### config.mk
export PLATFORM = sky130hd
export DESIGN_NAME = date_period_overlap_days
export DESIGN_NICKNAME = d
export VERILOG_FILES = /design/src/dpod_pkg.sv /design/src/dpod_day_num.sv /design/src/dpod_overlap.sv /design/src/date_period_overlap_days.sv
export SDC_FILE = /design/constraint.sdc
export NUM_CORES = 2
export LEC_CHECK = 0
export BUFFER_PORTS_ARGS = -buffer_cell sky130_fd_sc_hd__buf_2
export CAP_MARGIN = 20
export CORE_MARGIN = 2
export CORE_UTILIZATION = 48
export CTS_CLUSTER_SIZE = 30
export DETAILED_ROUTE_END_ITERATION = 8
export GPL_TIMING_DRIVEN = 0
export PLACE_DENSITY_LB_ADDON = 0.2
export RECOVER_POWER = 50
export SLEW_MARGIN = 20
export SYNTH_ARGS = -nofsm -noshare
export SYNTH_HDL_FRONTEND = slang
export SYNTH_SLANG_ARGS = --single-unit
export TNS_END_PERCENT = 1
### constraint.sdc
create_clock -name clock -period 24.8 [get_ports clock]
set_clock_uncertainty 0.15 [all_clocks]
set_input_delay 2.48 -clock clock [delete_from_list [all_inputs] [get_ports clock]]
set_output_delay 2.48 -clock clock [all_outputs]
set_load 0.005 [all_outputs]
### src/dpod_pkg.sv
// shared types, constants and calendar tables for the date period overlap block
package dpod_pkg;

   localparam int unsigned DAY_W       = 5;
   localparam int unsigned MON_W       = 4;
   localparam int unsigned YEAR_W      = 14;
   localparam int unsigned NUM_W       = 23;
   localparam int unsigned CNT_W       = 22;
   localparam int unsigned OFF_W       = 9;
   localparam int unsigned PIPE_DEPTH  = 5;

   localparam logic [YEAR_W-1:0] MAX_YEAR    = YEAR_W'(9999);
   localparam logic [CNT_W-1:0]  OVERLAP_MAX = {CNT_W{1'b1}};

   // x / 100 as (x * RECIP_100) >> RECIP_SHIFT, exact for x below 43690
   localparam int unsigned RECIP_W     = 13;
   localparam int unsigned RECIP_SHIFT = 19;
   localparam logic [RECIP_W-1:0] RECIP_100 = RECIP_W'(5243);
   localparam int unsigned PROD_W      = YEAR_W + RECIP_W;
   localparam int unsigned QY_W        = 8;
   localparam int unsigned Q4_W        = YEAR_W - 2;
   localparam int unsigned Q400_W      = 6;

   localparam logic [MON_W-1:0] MONTH_FEB = MON_W'(2);

   typedef struct packed {
      logic [DAY_W-1:0]  a_start_day;
      logic [MON_W-1:0]  a_start_month;
      logic [YEAR_W-1:0] a_start_year;
      logic [DAY_W-1:0]  a_end_day;
      logic [MON_W-1:0]  a_end_month;
      logic [YEAR_W-1:0] a_end_year;
      logic [DAY_W-1:0]  b_start_day;
      logic [MON_W-1:0]  b_start_month;
      logic [YEAR_W-1:0] b_start_year;
      logic [DAY_W-1:0]  b_end_day;
      logic [MON_W-1:0]  b_end_month;
      logic [YEAR_W-1:0] b_end_year;
   } req_type;

   typedef struct packed {
      logic [CNT_W-1:0] overlap_days;
      logic             bad_date;
   } rsp_type;

   typedef struct packed {
      logic [DAY_W-1:0]  day;
      logic [MON_W-1:0]  month;
      logic [YEAR_W-1:0] year;
   } date_type;

   // stage load enables of the date converter
   typedef struct packed {
      logic s1;
      logic s2;
      logic s3;
   } conv_en_type;

   // stage load enables of the compare section
   typedef struct packed {
      logic s4;
      logic s5;
   } cmp_en_type;

   // length of a month in a common year, zero for a month code out of range
   function automatic logic [DAY_W-1:0] month_len(input logic [MON_W-1:0] m);
      logic [DAY_W-1:0] len;
      case (m)
         4'd1, 4'd3, 4'd5, 4'd7, 4'd8, 4'd10, 4'd12: len = DAY_W'(31);
         4'd4, 4'd6, 4'd9, 4'd11:                    len = DAY_W'(30);
         4'd2:                                       len = DAY_W'(28);
         default:                                    len = '0;
      endcase
      return len;
   endfunction

   // days of a common year before the first of the month
   function automatic logic [OFF_W-1:0] month_start(input logic [MON_W-1:0] m);
      logic [OFF_W-1:0] off;
      case (m)
         4'd2:    off = OFF_W'(31);
         4'd3:    off = OFF_W'(59);
         4'd4:    off = OFF_W'(90);
         4'd5:    off = OFF_W'(120);
         4'd6:    off = OFF_W'(151);
         4'd7:    off = OFF_W'(181);
         4'd8:    off = OFF_W'(212);
         4'd9:    off = OFF_W'(243);
         4'd10:   off = OFF_W'(273);
         4'd11:   off = OFF_W'(304);
         4'd12:   off = OFF_W'(334);
         default: off = '0;
      endcase
      return off;
   endfunction

endpackage

### src/dpod_day_num.sv
// three-stage conversion of one calendar date to its day number, with validity check
module dpod_day_num
   import dpod_pkg::*;
(
   input  logic             clock,
   input  conv_en_type      en,
   input  date_type         date_in,
   output logic [NUM_W-1:0] num,
   output logic             ok
);

   // stage 1: reciprocal multiplications for the century terms
   logic [PROD_W-1:0] prod_y_in;
   logic [PROD_W-1:0] prod_p_in;
   logic [YEAR_W-1:0] p_in;
   logic [Q4_W-1:0]   q4_in;

   logic [DAY_W-1:0]  day_s1_ff;
   logic [MON_W-1:0]  month_s1_ff;
   logic [YEAR_W-1:0] year_s1_ff;
   logic [YEAR_W-1:0] p_s1_ff;
   logic [Q4_W-1:0]   q4_s1_ff;
   logic [QY_W-1:0]   qy_s1_ff;
   logic [Q400_W-1:0] q400_s1_ff;

   assign p_in      = date_in.year - YEAR_W'(1);
   assign q4_in     = p_in[YEAR_W-1:2];
   assign prod_y_in = PROD_W'(date_in.year) * PROD_W'(RECIP_100);
   assign prod_p_in = PROD_W'(q4_in) * PROD_W'(RECIP_100);

   always_ff @(posedge clock) begin
      if (en.s1) begin
         day_s1_ff   <= date_in.day;
         month_s1_ff <= date_in.month;
         year_s1_ff  <= date_in.year;
         p_s1_ff     <= p_in;
         q4_s1_ff    <= q4_in;
         qy_s1_ff    <= prod_y_in[RECIP_SHIFT +: QY_W];
         q400_s1_ff  <= prod_p_in[RECIP_SHIFT +: Q400_W];
      end
   end

   // stage 2: leap rule, month checks and the whole-year term
   logic              c100_in;
   logic              leap_in;
   logic [DAY_W-1:0]  dim_in;
   logic              valid_in;
   logic [OFF_W-1:0]  off_in;

   logic [NUM_W-1:0]  base_s2_ff;
   logic [Q4_W-1:0]   q4_s2_ff;
   logic [QY_W-1:0]   q100_s2_ff;
   logic [Q400_W-1:0] q400_s2_ff;
   logic [OFF_W-1:0]  off_s2_ff;
   logic [DAY_W-1:0]  day_s2_ff;
   logic              ok_s2_ff;

   always_comb begin
      c100_in  = (YEAR_W'(qy_s1_ff) * YEAR_W'(100)) == year_s1_ff;
      leap_in  = (year_s1_ff[1:0] == 2'b00) && (!c100_in || (qy_s1_ff[1:0] == 2'b00));
      dim_in   = month_len(month_s1_ff)
               + DAY_W'((month_s1_ff == MONTH_FEB) && leap_in);
      valid_in = (year_s1_ff != '0) && (year_s1_ff <= MAX_YEAR)
               && (day_s1_ff != '0) && (day_s1_ff <= dim_in);
      off_in   = month_start(month_s1_ff)
               + OFF_W'(leap_in && (month_s1_ff > MONTH_FEB));
   end

   always_ff @(posedge clock) begin
      if (en.s2) begin
         base_s2_ff <= NUM_W'(p_s1_ff) * NUM_W'(365);
         q4_s2_ff   <= q4_s1_ff;
         // p / 100 is one less than year / 100 when the year is a century
         q100_s2_ff <= qy_s1_ff - QY_W'(c100_in);
         q400_s2_ff <= q400_s1_ff;
         off_s2_ff  <= off_in;
         day_s2_ff  <= day_s1_ff;
         ok_s2_ff   <= valid_in;
      end
   end

   // stage 3: sum of the day number terms
   logic [NUM_W-1:0] num_s3_ff;
   logic             ok_s3_ff;

   always_ff @(posedge clock) begin
      if (en.s3) begin
         num_s3_ff <= base_s2_ff + NUM_W'(q4_s2_ff) - NUM_W'(q100_s2_ff)
                    + NUM_W'(q400_s2_ff) + NUM_W'(off_s2_ff) + NUM_W'(day_s2_ff);
         ok_s3_ff  <= ok_s2_ff;
      end
   end

   assign num = num_s3_ff;
   assign ok  = ok_s3_ff;

endmodule

### src/dpod_overlap.sv
// two-stage intersection of the periods and clamped day count
module dpod_overlap
   import dpod_pkg::*;
(
   input  logic             clock,
   input  cmp_en_type       en,
   input  logic [NUM_W-1:0] a_start,
   input  logic [NUM_W-1:0] a_end,
   input  logic [NUM_W-1:0] b_start,
   input  logic [NUM_W-1:0] b_end,
   input  logic [3:0]       date_ok,
   output rsp_type          rsp
);

   // stage 4: later start and earlier end
   logic [NUM_W-1:0] lo_s4_ff;
   logic [NUM_W-1:0] hi_s4_ff;
   logic             ok_s4_ff;

   always_ff @(posedge clock) begin
      if (en.s4) begin
         lo_s4_ff <= (a_start > b_start) ? a_start : b_start;
         hi_s4_ff <= (a_end < b_end) ? a_end : b_end;
         ok_s4_ff <= &date_ok;
      end
   end

   // stage 5: inclusive length, zero when empty or a date is bad
   logic [NUM_W-1:0] span_in;
   logic [CNT_W-1:0] cnt_in;
   rsp_type          rsp_s5_ff;

   always_comb begin
      span_in = hi_s4_ff - lo_s4_ff + NUM_W'(1);
      if (!ok_s4_ff || (hi_s4_ff < lo_s4_ff)) begin
         cnt_in = '0;
      end else if (span_in > NUM_W'(OVERLAP_MAX)) begin
         cnt_in = OVERLAP_MAX;
      end else begin
         cnt_in = span_in[CNT_W-1:0];
      end
   end

   always_ff @(posedge clock) begin
      if (en.s5) begin
         rsp_s5_ff.overlap_days <= cnt_in;
         rsp_s5_ff.bad_date     <= !ok_s4_ff;
      end
   end

   assign rsp = rsp_s5_ff;

endmodule

### src/date_period_overlap_days.sv
// top level: date period overlap in days, pipeline control and the four date converters
//
// Takes two Gregorian periods (start and end date each) and returns the number of
// calendar days both share, both ends counted, or zero with bad_date set when any
// date is invalid. A new transfer is taken every cycle while req_stall is low, and
// each request passes three stages of date to day number conversion, then a stage
// of intersection and one of clamped count. Every stage
// holds its own valid bit and loads whenever the stage after it can move, so bubbles
// close up under back-pressure and the output register keeps a finished result while
// earlier stages go on filling.
module date_period_overlap_days
   import dpod_pkg::*;
(
   input  logic    clock,
   input  logic    reset,
   input  logic    req_valid,
   output logic    req_stall,
   input  req_type req_data,
   output logic    rsp_valid,
   input  logic    rsp_stall,
   output rsp_type rsp_data
);

   logic [PIPE_DEPTH:1] vld_ff;
   logic [PIPE_DEPTH:1] vld_in;
   logic [PIPE_DEPTH:1] en;

   // a stage loads when it is empty or its item moves on
   always_comb begin
      en[PIPE_DEPTH] = !vld_ff[PIPE_DEPTH] || !rsp_stall;
      for (int k = PIPE_DEPTH - 1; k >= 1; k--) begin
         en[k] = !vld_ff[k] || en[k+1];
      end
      vld_in[1] = en[1] ? req_valid : vld_ff[1];
      for (int k = 2; k <= PIPE_DEPTH; k++) begin
         vld_in[k] = en[k] ? vld_ff[k-1] : vld_ff[k];
      end
   end

   always_ff @(posedge clock) begin
      if (reset) begin
         vld_ff <= '0;
      end else begin
         vld_ff <= vld_in;
      end
   end

   assign req_stall = !en[1];
   assign rsp_valid = vld_ff[PIPE_DEPTH];

   conv_en_type conv_en;
   cmp_en_type  cmp_en;

   assign conv_en = '{s1: en[1], s2: en[2], s3: en[3]};
   assign cmp_en  = '{s4: en[4], s5: en[5]};

   // day numbers of the four dates
   date_type         date_as, date_ae, date_bs, date_be;
   logic [NUM_W-1:0] num_as, num_ae, num_bs, num_be;
   logic [3:0]       date_ok;

   assign date_as = '{day: req_data.a_start_day, month: req_data.a_start_month,
                      year: req_data.a_start_year};
   assign date_ae = '{day: req_data.a_end_day, month: req_data.a_end_month,
                      year: req_data.a_end_year};
   assign date_bs = '{day: req_data.b_start_day, month: req_data.b_start_month,
                      year: req_data.b_start_year};
   assign date_be = '{day: req_data.b_end_day, month: req_data.b_end_month,
                      year: req_data.b_end_year};

   dpod_day_num u_conv_as (
      .clock   (clock),
      .en      (conv_en),
      .date_in (date_as),
      .num     (num_as),
      .ok      (date_ok[0])
   );

   dpod_day_num u_conv_ae (
      .clock   (clock),
      .en      (conv_en),
      .date_in (date_ae),
      .num     (num_ae),
      .ok      (date_ok[1])
   );

   dpod_day_num u_conv_bs (
      .clock   (clock),
      .en      (conv_en),
      .date_in (date_bs),
      .num     (num_bs),
      .ok      (date_ok[2])
   );

   dpod_day_num u_conv_be (
      .clock   (clock),
      .en      (conv_en),
      .date_in (date_be),
      .num     (num_be),
      .ok      (date_ok[3])
   );

   // intersection and count
   dpod_overlap u_overlap (
      .clock   (clock),
      .en      (cmp_en),
      .a_start (num_as),
      .a_end   (num_ae),
      .b_start (num_bs),
      .b_end   (num_be),
      .date_ok (date_ok),
      .rsp     (rsp_data)
   );

   // a bad date never reports a count
   assert property (@(posedge clock) disable iff (reset)
      rsp_valid && rsp_data.bad_date |-> rsp_data.overlap_days == '0)
      else $error("count reported with a bad date");

   // an accepted transfer occupies the first stage
   assert property (@(posedge clock) disable iff (reset)
      req_valid && !req_stall |=> vld_ff[1])
      else $error("accepted request lost at stage one");

   // a full pipeline behind a held result pushes back on the request side
   assert property (@(posedge clock) disable iff (reset)
      (&vld_ff) && rsp_stall |-> req_stall)
      else $error("full pipeline took a request");

   // a held result stays valid
   assert property (@(posedge clock) disable iff (reset)
      rsp_valid && rsp_stall |=> rsp_valid)
      else $error("held result dropped");

endmodule

==> impl_metrics.toml <==
[setup_path]
path_max_fanout = 7
cp_top_family = "adder cells"
worst-setup-path-type = "in2reg"
start_kind = "input pin"
cpPeakStageDelay_ps = 630
crit_path_frequent_cell = "ha_1"
critPathCaptureType = "register"
crit_required_ps = 25050
path_buf_inv = 5
r2r-start = "vld_ff[5]"
cp-startpoint = "req_data[2]"
crit_path_top_delay_cell = "xnor2_1"
arrival_ps = 9990

[clock_network]
cts_setup_buffers = 0
cts_tree = "done"
insertion_delay_ps = 670
clkTransAtPathRegs_ps = 60
hold_buffers = 0
cts.sinks = 679
cts_resized = 0
htreeDepth = 3
cts_buffers = 79
clock-root-buffer = "clkbuf_16"
clk_path_buf_depth = 3

[synthesis]
async_flop_share_pct = 0
synthDistinctLibCells = 75
yosys_warnings = 0
avgSynthCellArea_um2 = 11.1
ys_dominant_reg_cell = "edfxtp_1"
ys_seq_elements = 679
syn_nets = 8830
seq_area_frac_synth_pct = 27.5
syn_area_mm2 = 0.0721
synth-edff-count = 626
syn_inst = 6498

[sta]
hold_violations = 0
drv_slew = 291
rsz0062_at_grt = "no"
tightest_slew_ps = 2720
setup_viol = 0
fmax_ghz = 0.103
tns_ps = 0
max-slew-margin-rel_pct = -81.2
period_share_pct = 39.3
period_minus_slack_ps = 9740

[placement]
dp_hpwl_um = 123000
port_buffers = 120
placed_cell_area_mm2 = 0.0755
gp_congestion = 0.880
place_inst = 8644

[finish]
design_area_mm2 = 0.0779
nets = 9041
syn2layout_area_growth_pct = 7.97
final_cells = 8791
layout-drive-gt1-share_pct = 3.54
final_common_cell = "inv_1"
final_cell_mix = "inv_1 (1,635), ha_1 (1,498), fa_1 (738), edfxtp_1 (626), xnor2_1 (307)"
antenna_cells = 0

[floorplanning]
die_area_mm2 = 0.153
fp-row-count = 142
ios = 121
dieHeight_um = 392
fp.coreArea_mm2 = 0.149
start_util_pct = 48.3
die_w_um = 392

[grt]
grt_max_degree = 88
grt_overflow = 0
grt_pass1_vias = 46400
grt_pass1_wl_um = 241000
antenna_found_initial = 2
track_usage_pct = 19.8

[drt]
first_pass_iters = 7
first_iter_violations = 2186
route.detailed.drc = 0
routedWlPerCell_um = 16.5
drt.antenna.violating_nets = 0
vias = 44200
viasPerCell = 5.03
routed_wl_um = 145000

[run_status]
status = "finished with violations"
failed_checks = "max-capacitance violations, max-slew violations"

[job]
cap_violations = 7

[worst_hold_path]
worstHoldPathType = "reg2reg"
worstHoldStart = "u_conv_bs.q400_s1_ff[2]"
routing by layer:
metal  part of all wire [%]  wire [µm]  global-route usage (%)  vias up
li1                       -          -                       -    21900
met3                    3.4       4980                    2.45      156
met4                    1.8       2600                    3.85        2
met5                 0.0076         11                       0        -
met1                     49      70800                    28.4    21600
met2                     46      66500                    32.3      519
Yosys cell counts, drive strengths merged, types with 48 or more instances:
master     n  share of area [%]
nor2     182               0.95
nand4     48               0.42
xnor2    307                3.7
nor3      60               0.42
nand2    177               0.92
o21a      62               0.65
xor2      91                1.1
mux2      50               0.78
dfxtp     53                1.5
edfxtp   626                 26
a21o      84               0.87
nand3     58               0.40
o21ai    148                1.0
fa       738                 20
ha      1498                 26
a21oi    225                1.6
inv     1635                8.5
worst register-to-register path, delay by kind of cell, from the launching register on:
kind          cells  cell delay [ps]
buf+inv           5             4330
flops             1              330
simple gates      2             1500
flip-flops by register name, indices dropped and copies added (netlist names), 12 cells and up, named ones only:
signal / flops
u_conv_bs.q4_s1_ff: 12
u_conv_bs.q4_s2_ff: 12
u_overlap.hi_s4_ff: 23
u_conv_ae.base_s2_ff: 23
u_conv_as.q4_s1_ff: 12
u_overlap.lo_s4_ff: 23
u_conv_be.base_s2_ff: 23
u_conv_ae.num: 23
u_conv_bs.num: 23
u_conv_as.q4_s2_ff: 12
u_conv_as.year_s1_ff: 14
u_conv_be.year_s1_ff: 14
u_conv_be.q4_s2_ff: 12
u_conv_as.base_s2_ff: 23
u_conv_as.num: 23
u_conv_be.q4_s1_ff: 12
u_conv_be.num: 23
u_conv_bs.year_s1_ff: 14
u_conv_bs.base_s2_ff: 23
u_conv_ae.year_s1_ff: 14
u_conv_ae.q4_s1_ff: 12
u_overlap.rsp: 23
u_conv_ae.q4_s2_ff: 12
path summary, 6_finish.rpt:
check	to	slack, ps	depth (start not counted)
worst min-delay path	u_conv_bs.q400_s2_ff[2]	270	0
worst min register to register	u_conv_bs.q400_s2_ff[2]	270	0
worst max-delay path	u_conv_be.q400_s1_ff[5]	15060	28
worst max register to register	u_conv_ae.off_s2_ff[3]	18140	7
cell families (layout without fill, tap and decap cells):
family                   count (synthesis)  count (layout)  synth area share [%]
flip-flops                             679             679                  27.5
AND/OR/NAND/NOR                        727             727                  4.95
buffers and inverters                 1654            1931                  8.62
AO/OA/AOI/OAI                          736             736                  6.55
multiplexers                            68              68                  1.03
adder cells (fa/ha/maj)               2236            2236                  46.5
XOR/XNOR                               398             398                  4.83
layout make-up:
cell class / instances / area [µm²]
Buffer: 17 / 78.8
Inverter: 1637 / 6140
Tap cell: 2016 / 2520
Multi-Input combinational cell: 4165 / 46000
Clock buffer: 94 / 2090
Fill cell: 13200 / 71600
Clock inverter: 53 / 523
Sequential cell: 679 / 19900
Timing Repair Buffer: 130 / 606
metrics by stage:
stage,setup WS (ps),hold WS [ps],util [%]
after floorplan,13570,250,-
after global placement,9350,254,50.4
after detailed placement,14710,255,50.5
after CTS,15410,270,52.3
after global routing,14430,279,52.1
final,15060,266,52.1
Power is not shown: default switching activity piles up to over one toggle a cycle in this logic, so the estimate is an artifact.
